`config.mk`:
```
export PLATFORM = sky130hd
export DESIGN_NAME = chunk_deframer_crc32_check
export DESIGN_NICKNAME = d
export VERILOG_FILES = /design/src/rtl/core/ckdf_pkg.sv /design/src/rtl/core/ckdf_front.sv /design/src/rtl/core/ckdf_queue.sv /design/src/rtl/core/ckdf_back.sv /design/src/rtl/core/chunk_deframer_crc32_check.sv
export SDC_FILE = /design/constraint.sdc
export NUM_CORES = 1
export LEC_CHECK = 0
export ABC_AREA = 1
export BUFFER_PORTS_ARGS = -buffer_cell sky130_fd_sc_hd__clkbuf_2
export CAP_MARGIN = 20
export CELL_PAD_IN_SITES_DETAIL_PLACEMENT = 2
export CELL_PAD_IN_SITES_GLOBAL_PLACEMENT = 2
export CORE_ASPECT_RATIO = 0.8
export CORE_UTILIZATION = 39
export DETAILED_ROUTE_END_ITERATION = 10
export GPL_ROUTABILITY_DRIVEN = 0
export GPL_TIMING_DRIVEN = 0
export PLACE_DENSITY = 0.79
export SLEW_MARGIN = 10
export SYNTH_ARGS = -nofsm -noshare
export SYNTH_HDL_FRONTEND = slang
export SYNTH_SLANG_ARGS = --single-unit
```
`constraint.sdc`:
```
create_clock -name clk -period 7.95 [get_ports clk]
set_input_delay 1.1925 -clock clk [delete_from_list [all_inputs] [get_ports clk]]
set_output_delay 1.1925 -clock clk [all_outputs]
set_load 0.05 [all_outputs]
```
`src/rtl/core/ckdf_pkg.sv`:
```
// Shared types, constants and the CRC-32 byte step for the chunk deframer.
package ckdf_pkg;

  localparam int MAGIC_BYTES = 8;
  localparam int HIDX_W      = 6;

  localparam logic [HIDX_W-1:0] HDR_ORIG_AT = HIDX_W'(MAGIC_BYTES + 8);
  localparam logic [HIDX_W-1:0] HDR_ENC_AT  = HIDX_W'(MAGIC_BYTES + 16);
  localparam logic [HIDX_W-1:0] HDR_CRC_AT  = HIDX_W'(MAGIC_BYTES + 24);
  localparam logic [HIDX_W-1:0] HDR_LAST    = HIDX_W'(MAGIC_BYTES + 27);
  localparam logic [HIDX_W-1:0] MAGIC_END   = HIDX_W'(MAGIC_BYTES);

  localparam logic [31:0] CRC_POLY = 32'hEDB8_8320;
  localparam logic [31:0] CRC_INIT = 32'hFFFF_FFFF;

  localparam logic REQ_DATA = 1'b0;
  localparam logic REQ_EOS  = 1'b1;

  localparam int QDEPTH = 4;
  localparam int QPTR_W = 2;
  localparam int QCNT_W = 3;

  typedef enum logic [1:0] {
    KIND_BYTE = 2'd0,
    KIND_DONE = 2'd1,
    KIND_EOF  = 2'd2,
    KIND_ERR  = 2'd3
  } kind_t;

  typedef enum logic [2:0] {
    ERR_SHORT_HDR     = 3'd0,
    ERR_BAD_MAGIC     = 3'd1,
    ERR_BAD_ORIG      = 3'd2,
    ERR_BAD_ENC       = 3'd3,
    ERR_SHORT_PAYLOAD = 3'd4,
    ERR_CHECKSUM      = 3'd5
  } err_t;

  // Everything one input beat produces: an optional payload byte and an
  // optional closing result (done, end of stream or error).
  typedef struct packed {
    logic        has_byte;
    logic [7:0]  byte_val;
    logic        has_tail;
    kind_t       tail_kind;
    logic [30:0] orig;
    logic [30:0] enc;
    err_t        code;
  } res_t;

  function automatic logic [31:0] crc_byte(input logic [31:0] c, input logic [7:0] b);
    logic [31:0] r;
    r = c ^ {24'd0, b};
    for (int k = 0; k < 8; k++) begin
      r = r[0] ? ((r >> 1) ^ CRC_POLY) : (r >> 1);
    end
    return r;
  endfunction

endpackage

```
`src/rtl/core/ckdf_front.sv`:
```
// Front end: header parse, size checks, running CRC and result classification.
module ckdf_front import ckdf_pkg::*; (
  input  logic        clk,
  input  logic        rst,
  input  logic        fire,
  input  logic        req_type,
  input  logic [7:0]  data_byte,
  input  logic [63:0] magic_word,
  output logic        push,
  output res_t        push_data
);

  typedef enum logic [2:0] {
    PH_HEADER  = 3'b001,
    PH_PAYLOAD = 3'b010,
    PH_HALTED  = 3'b100
  } phase_t;

  phase_t            phase, phase_next;
  logic [HIDX_W-1:0] hidx, hidx_next;
  logic              magic_ok, magic_ok_next;
  logic [30:0]       orig_lo, orig_lo_next;
  logic              orig_big, orig_big_next;
  logic [30:0]       enc_lo, enc_lo_next;
  logic              enc_big, enc_big_next;
  logic [31:0]       exp_crc, exp_crc_next;
  logic [31:0]       run_crc, run_crc_next;
  logic [30:0]       left, left_next;

  logic [31:0]       crc_upd;
  logic [31:0]       exp_now;
  logic [7:0]        magic_sel;
  logic [2:0]        off;

  assign crc_upd   = crc_byte(run_crc, data_byte);
  assign exp_now   = {data_byte, exp_crc[23:0]};
  assign magic_sel = magic_word[{hidx[2:0], 3'b000} +: 8];

  always_comb begin
    phase_next    = phase;
    hidx_next     = hidx;
    magic_ok_next = magic_ok;
    orig_lo_next  = orig_lo;
    orig_big_next = orig_big;
    enc_lo_next   = enc_lo;
    enc_big_next  = enc_big;
    exp_crc_next  = exp_crc;
    run_crc_next  = run_crc;
    left_next     = left;
    push          = 1'b0;
    push_data     = '0;
    off           = '0;

    if (fire) begin
      unique case (phase)
        PH_HEADER: begin
          if (req_type == REQ_EOS) begin
            push               = 1'b1;
            push_data.has_tail = 1'b1;
            push_data.tail_kind = (hidx == '0) ? KIND_EOF : KIND_ERR;
            push_data.code     = ERR_SHORT_HDR;
            phase_next         = PH_HALTED;
          end else begin
            hidx_next = hidx + 1'b1;
            if (hidx < MAGIC_END) begin
              // first magic byte restarts the match flag
              magic_ok_next = ((hidx == '0) ? 1'b1 : magic_ok) && (data_byte == magic_sel);
            end else if (hidx >= HDR_ORIG_AT && hidx < HDR_ENC_AT) begin
              off = 3'(hidx - HDR_ORIG_AT);
              if (off < 3'd3) begin
                orig_lo_next[{off[1:0], 3'b000} +: 8] = data_byte;
              end else if (off == 3'd3) begin
                orig_lo_next[30:24] = data_byte[6:0];
                orig_big_next       = data_byte[7];
              end else begin
                orig_big_next = orig_big | (data_byte != 8'd0);
              end
            end else if (hidx >= HDR_ENC_AT && hidx < HDR_CRC_AT) begin
              off = 3'(hidx - HDR_ENC_AT);
              if (off < 3'd3) begin
                enc_lo_next[{off[1:0], 3'b000} +: 8] = data_byte;
              end else if (off == 3'd3) begin
                enc_lo_next[30:24] = data_byte[6:0];
                enc_big_next       = data_byte[7];
              end else begin
                enc_big_next = enc_big | (data_byte != 8'd0);
              end
            end else if (hidx >= HDR_CRC_AT) begin
              off = 3'(hidx - HDR_CRC_AT);
              exp_crc_next[{off[1:0], 3'b000} +: 8] = data_byte;
            end

            if (hidx == HDR_LAST) begin
              // header complete: checks in fixed order
              priority if (!magic_ok) begin
                push = 1'b1; push_data.has_tail = 1'b1;
                push_data.tail_kind = KIND_ERR; push_data.code = ERR_BAD_MAGIC;
                phase_next = PH_HALTED;
              end else if (orig_big) begin
                push = 1'b1; push_data.has_tail = 1'b1;
                push_data.tail_kind = KIND_ERR; push_data.code = ERR_BAD_ORIG;
                phase_next = PH_HALTED;
              end else if (enc_big) begin
                push = 1'b1; push_data.has_tail = 1'b1;
                push_data.tail_kind = KIND_ERR; push_data.code = ERR_BAD_ENC;
                phase_next = PH_HALTED;
              end else if (enc_lo == '0) begin
                // empty payload: compare CRC of nothing right away
                push = 1'b1; push_data.has_tail = 1'b1;
                if (~run_crc == exp_now) begin
                  push_data.tail_kind = KIND_DONE;
                  push_data.orig      = orig_lo;
                  push_data.enc       = enc_lo;
                  phase_next          = PH_HEADER;
                  hidx_next           = '0;
                  run_crc_next        = CRC_INIT;
                end else begin
                  push_data.tail_kind = KIND_ERR;
                  push_data.code      = ERR_CHECKSUM;
                  phase_next          = PH_HALTED;
                end
              end else begin
                left_next  = enc_lo;
                phase_next = PH_PAYLOAD;
              end
            end
          end
        end

        PH_PAYLOAD: begin
          push = 1'b1;
          if (req_type == REQ_EOS) begin
            push_data.has_tail  = 1'b1;
            push_data.tail_kind = KIND_ERR;
            push_data.code      = ERR_SHORT_PAYLOAD;
            phase_next          = PH_HALTED;
          end else begin
            push_data.has_byte = 1'b1;
            push_data.byte_val = data_byte;
            run_crc_next       = crc_upd;
            left_next          = left - 1'b1;
            if (left == 31'd1) begin
              push_data.has_tail = 1'b1;
              if (~crc_upd == exp_crc) begin
                push_data.tail_kind = KIND_DONE;
                push_data.orig      = orig_lo;
                push_data.enc       = enc_lo;
                phase_next          = PH_HEADER;
                hidx_next           = '0;
                run_crc_next        = CRC_INIT;
              end else begin
                push_data.tail_kind = KIND_ERR;
                push_data.code      = ERR_CHECKSUM;
                phase_next          = PH_HALTED;
              end
            end
          end
        end

        PH_HALTED: begin
          phase_next = PH_HALTED;
        end

        default: begin
          phase_next = PH_HALTED;
        end
      endcase
    end
  end

  always_ff @(posedge clk) begin
    if (rst) begin
      phase    <= PH_HEADER;
      hidx     <= '0;
      magic_ok <= 1'b1;
      orig_big <= 1'b0;
      enc_big  <= 1'b0;
      run_crc  <= CRC_INIT;
      left     <= '0;
    end else begin
      phase    <= phase_next;
      hidx     <= hidx_next;
      magic_ok <= magic_ok_next;
      orig_big <= orig_big_next;
      enc_big  <= enc_big_next;
      run_crc  <= run_crc_next;
      left     <= left_next;
    end
  end

  // header fields are fully rewritten in every header
  always_ff @(posedge clk) begin
    orig_lo <= orig_lo_next;
    enc_lo  <= enc_lo_next;
    exp_crc <= exp_crc_next;
  end

endmodule

```
`src/rtl/core/ckdf_queue.sv`:
```
// Small result queue between the front and back ends.
module ckdf_queue import ckdf_pkg::*; (
  input  logic clk,
  input  logic rst,
  input  logic push,
  input  res_t push_data,
  output logic full,
  input  logic pop,
  output logic empty,
  output res_t pop_data
);

  res_t              mem [QDEPTH];
  logic [QPTR_W-1:0] wr_ptr, rd_ptr;
  logic [QCNT_W-1:0] count;

  assign full     = (count == QCNT_W'(QDEPTH));
  assign empty    = (count == '0);
  assign pop_data = mem[rd_ptr];

  always_ff @(posedge clk) begin
    if (push) begin
      mem[wr_ptr] <= push_data;
    end
  end

  always_ff @(posedge clk) begin
    if (rst) begin
      wr_ptr <= '0;
      rd_ptr <= '0;
      count  <= '0;
    end else begin
      if (push) wr_ptr <= wr_ptr + 1'b1;
      if (pop)  rd_ptr <= rd_ptr + 1'b1;
      unique case ({push, pop})
        2'b10:   count <= count + 1'b1;
        2'b01:   count <= count - 1'b1;
        default: count <= count;
      endcase
    end
  end

endmodule

```
`src/rtl/core/ckdf_back.sv`:
```
// Back end: output register that splits a queue entry into its result beats.
module ckdf_back import ckdf_pkg::*; (
  input  logic        clk,
  input  logic        rst,
  input  logic        q_empty,
  input  res_t        q_data,
  output logic        q_pop,
  output logic        out_valid,
  input  logic        out_ready,
  output logic [1:0]  kind,
  output logic [7:0]  payload_byte,
  output logic [30:0] orig_size,
  output logic [30:0] enc_size,
  output logic [2:0]  error_code,
  output logic        last
);

  res_t cur;
  logic vld;
  logic on_tail;
  logic take;
  logic done_cur;
  logic to_tail;

  assign take     = vld && out_ready;
  assign done_cur = take && (on_tail || !cur.has_tail);
  assign to_tail  = take && !on_tail && cur.has_tail;
  assign q_pop    = !q_empty && (!vld || done_cur);

  always_ff @(posedge clk) begin
    if (rst) begin
      vld     <= 1'b0;
      on_tail <= 1'b0;
    end else if (q_pop) begin
      vld     <= 1'b1;
      on_tail <= !q_data.has_byte;
    end else if (done_cur) begin
      vld <= 1'b0;
    end else if (to_tail) begin
      on_tail <= 1'b1;
    end
  end

  always_ff @(posedge clk) begin
    if (q_pop) begin
      cur <= q_data;
    end
  end

  assign out_valid    = vld;
  assign kind         = on_tail ? cur.tail_kind : KIND_BYTE;
  assign payload_byte = on_tail ? 8'd0 : cur.byte_val;
  assign orig_size    = on_tail ? cur.orig : 31'd0;
  assign enc_size     = on_tail ? cur.enc : 31'd0;
  assign error_code   = on_tail ? cur.code : ERR_SHORT_HDR;
  assign last         = on_tail || !cur.has_tail;

endmodule

```
`src/rtl/core/chunk_deframer_crc32_check.sv`:
```
// Top level of the chunk deframer with CRC-32 payload check.
//
// Input channel (in_valid/in_ready): one beat per stream byte (req_type 0,
// data_byte) or an end-of-stream mark (req_type 1). Output channel
// (out_valid/out_ready): payload bytes as they arrive, then per chunk a
// done beat with both sizes or an error beat; end of stream on a header
// boundary gives an EOF beat. last marks the final beat from one input beat.
// Config channel (cfg_valid/cfg_ready, magic_word): sets the expected magic,
// first byte in the low bits; always ready, used from the next beat on.
//
// Throughput: one input beat per cycle while the queue is not full. The front
// end parses the header and runs the byte-wide CRC on each beat; a 4-entry
// queue feeds the output register. A beat that ends a payload yields two
// output beats: its payload byte, then the done or error beat.
// A stalled receiver fills the queue and then drops in_ready; the front end
// keeps its state. After an error or EOF, input beats are still taken but
// give no output until reset. Reset (rst, synchronous) clears the magic to
// zero, empties the queue and returns to the start of a header.
module chunk_deframer_crc32_check import ckdf_pkg::*; (
  input  logic        clk,
  input  logic        rst,
  input  logic        in_valid,
  output logic        in_ready,
  input  logic        req_type,
  input  logic [7:0]  data_byte,
  output logic        out_valid,
  input  logic        out_ready,
  output logic [1:0]  kind,
  output logic [7:0]  payload_byte,
  output logic [30:0] orig_size,
  output logic [30:0] enc_size,
  output logic [2:0]  error_code,
  output logic        last,
  input  logic        cfg_valid,
  output logic        cfg_ready,
  input  logic [63:0] magic_word
);

  logic [63:0] magic_reg;
  logic        q_full;
  logic        q_empty;
  logic        q_pop;
  logic        push;
  res_t        push_data;
  res_t        q_data;

  assign cfg_ready = 1'b1;
  // queue space is the only backpressure on the input side
  assign in_ready  = !q_full;

  always_ff @(posedge clk) begin
    if (rst) begin
      magic_reg <= '0;
    end else if (cfg_valid) begin
      magic_reg <= magic_word;
    end
  end

  ckdf_front u_front (
    .clk       (clk),
    .rst       (rst),
    .fire      (in_valid && in_ready),
    .req_type  (req_type),
    .data_byte (data_byte),
    .magic_word(magic_reg),
    .push      (push),
    .push_data (push_data)
  );

  ckdf_queue u_queue (
    .clk      (clk),
    .rst      (rst),
    .push     (push),
    .push_data(push_data),
    .full     (q_full),
    .pop      (q_pop),
    .empty    (q_empty),
    .pop_data (q_data)
  );

  ckdf_back u_back (
    .clk         (clk),
    .rst         (rst),
    .q_empty     (q_empty),
    .q_data      (q_data),
    .q_pop       (q_pop),
    .out_valid   (out_valid),
    .out_ready   (out_ready),
    .kind        (kind),
    .payload_byte(payload_byte),
    .orig_size   (orig_size),
    .enc_size    (enc_size),
    .error_code  (error_code),
    .last        (last)
  );

endmodule
```
### Word level (Yosys, flattened, before mapping)

Memory sizes are Yosys's and may differ from the RTL's. A register that Yosys moved wholly into a read port is not among the register bits.
Index checks and enable logic that the tools add are counted.

* reduce and logical (&&, ||, !) cells: 40
* magnitude comparators: 8
* $add $sub $neg: 12
* shift-type cells: 7
* bitwise gates (word level): 19
* eq/ne operators: 26
* mux-type cells: 111

Operators with widths (number)
* $mux 32: 18
* $mux 62: 7
* $mux 31: 9
* $mux 68: 3
* $pmux 68 s2: 1
* $not 13->14: 8
* $mux 77: 1
* $mux 3: 23
* $eq 32x32->1: 2
* $not 32->32: 2
* $pmux 32 s2: 1
* $shiftx 64x7->8: 1
* $bwmux 31: 2
* $pmux 31 s2: 1
* $shift 8x7->31 const A: 2
* $shiftx 8x7->31: 2
* $mux 6: 10
* $bwmux 32: 1
* $shift 8x7->32 const A: 1
* $shiftx 8x7->32: 1
* $xor 32x8->32: 1
* $eq 31x1->1 const B: 1
* $logic_not 31->1: 1
* $sub 31x1->31 const B: 1
* other kinds (46): 123

* register bits after elaboration: 318
* memory bits (writable): 308
* word-level logic and storage cells: 248
* memories kept: 1

Memory list
* u_queue.mem: depth 4, bits a word 77, read ports 1, clocked after Yosys merged registers in 1, wr ports 1, line ckdf_queue.sv:13 `res_t mem [QDEPTH];`

### Longest topological paths before layout

* word-level depth: 24
* mapped depth: 23
* gate-level depth less buffers: 22

### By module

From an unflattened synthesis, not the netlist that was laid out.

* cells, all modules: 3118
* area, all modules: 29378.2 um2

By module, submodules not included
* ckdf_queue: instances 1, cells each 802, seq. area each 9429.0 um2, area each 11856.4 um2
* ckdf_front: instances 1, cells each 1656, seq. area each 4324.1 um2, area each 11833.8 um2
* ckdf_back: instances 1, cells each 250, seq. area each 2322.2 um2, area each 2999.1 um2
* chunk_deframer_crc32_check: instances 1, cells each 410, seq. area each 1281.2 um2, area each 2688.8 um2

### Least setup slack after synthesis

OpenSTA, ideal clock, no wires.

* path type: input to register
* start: input out_ready
* end: register u_queue.count[2]
* slack: 1.761 ns
* buffers on the path: 0
* data arrival time: 6.067 ns
* stages on the path: 11
* cells stage by stage: nand2_1 -> nand2_1 -> inv_1 -> nor2_1 -> ha_1 -> inv_1 -> fa_1 -> a21oi_1 -> o21ai_0 -> o21ai_0 -> a21oi_1

* cells in the longest elaborated chain, start to end: 6

Ends and longest elaborated chain
* start: declaration: line chunk_deframer_crc32_check.sv:27 `input logic out_ready,`
* $logic_and 1x1->1 (*): line ckdf_back.sv:25 `assign take = vld && out_ready;`
* $logic_and 1x1->1 (*): line ckdf_back.sv:26 `assign done_cur = take && (on_tail || !cur.has_tail);`
* $logic_or 1x1->1 (*): line ckdf_back.sv:28 `assign q_pop = !q_empty && (!vld || done_cur);`
* $logic_and 1x1->1 (*): line ckdf_back.sv:28
* via q_pop: line chunk_deframer_crc32_check.sv:42 `logic q_pop;`
* $eq 2x1->1 / $eq 2x2->1 (equally long branches): line ckdf_queue.sv:35 `unique case ({push, pop})`
* $pmux 3 s2 / $reduce_bool 2->1 (equally long branches)
* end signal: assignment: line ckdf_queue.sv:36 `2'b10: count <= count + 1'b1;`
* end signal: assignment: line ckdf_queue.sv:37 `2'b01: count <= count - 1'b1;`
* end signal: assignment: line ckdf_queue.sv:38 `default: count <= count;`
* end: declaration: line ckdf_queue.sv:15 `logic [QCNT_W-1:0] count;`

Mark *: on every way through the listed nets, which the timed path passes. The rest lies on a longest branch.
A chain may end at the register's enable or synchronous reset.

==> results_dict.tcl <==
set metrics [dict create \
    hpwlAfterDp_um 84500 \
    cts.sink_count 628 \
    holdPathStages 2 \
    post-route-period-util_pct 58.9 \
    dr.pass1.iters 5 \
    initialDrtViolationCount 1899 \
    finalWirelength_um 116000 \
    die_w_um 304 \
    yosys_most_used_dff "edfxtp_1" \
    synth_area_per_cell_um2 9.38 \
    finalCriticalPeriod_ns 4.68 \
    top_layer "met4" \
    worstSetupEndpointType "flop" \
    largest_reg_flops 308 \
    r2r_cells 13 \
    synth_cell_type_count 47 \
    hold_buffers 0 \
    drive_gt1_share_pct 11.1 \
    ctsResizeCount 0 \
    drtAntennaViolNets 0 \
    synthArstFlopShare_pct 0 \
    cp.arrival_ns 5.02 \
    mappedNetlistArea_um2 28500 \
    worstPathRequired_ns 8.29 \
    wl_met3_um 6330 \
    detailroute.via_count 24308 \
    post-route-drc-count 0 \
    ys_seq_elements 628 \
    vias_per_cell 5.69 \
    wire_per_inst_um 27.3 \
    fp.dieH_um 244 \
    tightest_slew_ns 1.10 \
    met1Wirelength_um 48300 \
    placed_area_um2 30800 \
    final_area_um2 33000 \
    power_density_nw_per_um2 325 \
    core_um2 72200 \
    relSlewSlack_pct 26.5 \
    antenna_found_initial 1 \
    max_freq_mhz 214 \
    synth_edf_count 478 \
    ir_drop_uv 156 \
    clock_latency_ns 0.62 \
    yosys_warnings 0 \
    numCtsBuffers 67 \
    hold_viol_final 0 \
    fin_skew_ns 0.0294 \
    ios 157 \
    critPathKind "input port to flop" \
    rsz0062_at_grt "no" \
    grt_max_degree 30 \
    final_util_pct 45.6 \
    outcome "finished clean" \
    syn_inst 3041 \
    clock_tree.htree_level_count 3 \
    hp-class "flop to flop" \
    max-cap-violations 0 \
    cts_tree "built" \
    met2_length_um 57900 \
    grt_use_total_pct 31.0 \
    clk_pin_slew_worst_paths_ns 0.06 \
    setup_viol 0 \
    num_rows 88 \
    cp_max_fo 10 \
    start_util_pct 39.5 \
    cts_setup_buffers 0 \
    nNetsFinal 3367 \
    grt_remaining_overflow 0 \
    grt_pass1_wl_um 172000 \
    grt_pass1_vias 26411 \
    startpoint_type "input port" \
    cts_buffer_depth 3 \
    p_leak_nw 13.6 \
    io_buffers 151 \
    drv_slew 0 \
    die_area_um2 74300 \
    ys_seq_area_share_pct 60.8 \
    syn_to_final_growth_pct 15.6 \
    syn-num-nets 3132 \
    root_buffer "clkbuf_16" \
]
## path summary, 6_finish.rpt
kind                        start                 end  slack [ns]
hold / removal      magic_reg[27]       magic_reg[27]        0.46
hold reg to reg     magic_reg[27]       magic_reg[27]        0.46
setup reg to reg  u_front.hidx[0]  u_queue.mem[0][42]        3.61
setup / recovery     data_byte[7]  u_queue.mem[0][26]        3.27
## where the power goes
part	total (mW)	switching [mW]	internal (mW)
combinational	3.29	2.52	0.765
sequential	4.22	0.204	4.01
clock	3.20	1.40	1.80
total	10.7	4.12	6.58
## per-stage QoR
step / instances / hold WS [ns] / TNS [ns] / power, mW / setup slack, ns
floorplan: 3041 / 0.429 / 0 / 6.27 / 1.76
global placement: 4137 / 0.448 / -322.65 / 7.24 / -1.12
detailed placement: 4151 / 0.453 / 0 / 7.51 / 2.70
CTS: 4267 / 0.465 / 0 / 10.7 / 3.36
global route: 4269 / 0.490 / 0 / 11.1 / 3.16
finish: 4269 / 0.464 / 0 / 10.7 / 3.27
## critical path, stage by stage
cell      delay [ns]
clkbuf_2        0.21
inv_1           0.48
nand2_1         0.12
nand2_1         0.27
nand2_1         0.14
nand2_2         0.27
nand2_1         0.09
nand2_1         0.19
nand2_1         0.14
nand2_1         0.11
nand2_1         0.07
nand3b_1        0.09
nand2_1         0.06
nor2_1          0.14
nand2_1         0.20
inv_2           0.17
nand4_4         0.33
buf_6           0.27
a21oi_1         0.45
## cell usage after synthesis, drive strengths merged, types with 22 or more instances
master,n,area share (%)
nor4,22,0.48
nand3,162,2.9
o21ai,321,5.6
clkbuf,129,1.7
nand4,28,0.67
edfxtp,478,50
buf,26,0.64
inv,256,3.4
xor2,55,1.7
a21oi,136,2.8
o22ai,78,1.7
nand2,652,8.8
dfxtp,150,11
nor2,439,5.8
## layout by cell type, fill, tap and decap left out, types with 8 or more instances in the layout
cell type  instances
clkbuf_2         154
dfxtp_1          150
a21oi_1          101
buf_12            13
inv_2             15
nand3_1          161
nor3_1            18
o22ai_1           78
nand2_1          631
nand4_1           27
ha_1              12
nand3b_1          17
edfxtp_1         478
inv_1            241
xor2_1            55
nor2_1           434
a21oi_2           35
clkbuf_16         69
buf_6              8
clkbuf_1         136
o21ai_0          318
nor4_1            22
clkinv_2           9
o21a_1             9
nand2_2           17
clkinv_1          11
## cell families (layout without fill, tap and decap cells)
group,Yosys count,count (layout),share of synthesized area [%]
AO/OA/AOI/OAI,579,579,11.4
XOR/XNOR,61,61,1.87
adder cells (fa/ha/maj),13,13,0.596
buffers and inverters,414,696,5.75
flip-flops,628,628,60.8
other,1,2,0.0131
AND/OR/NAND/NOR,1345,1345,19.6
## routing by layer
metal / track usage [%] / vias to the layer above
met4: 10.5 / 0
met1: 39.1 / 12439
met5: 0 / -
li1: - / 10786
met2: 54.4 / 850
met3: 4.40 / 233
## area by class of cell
class / instances / area (µm²)
flip-flops and latches: 628 / 17400
fillers: 7781 / 39300
clock buffers: 83 / 1820
clock inverters: 33 / 345
repair buffers: 166 / 1050
inverters: 259 / 972
multi-input cells: 1999 / 9570
diodes: 1 / 2.50
well taps: 945 / 1180
plain buffers: 155 / 669
Note: power is estimated with default switching activity, not from simulation.
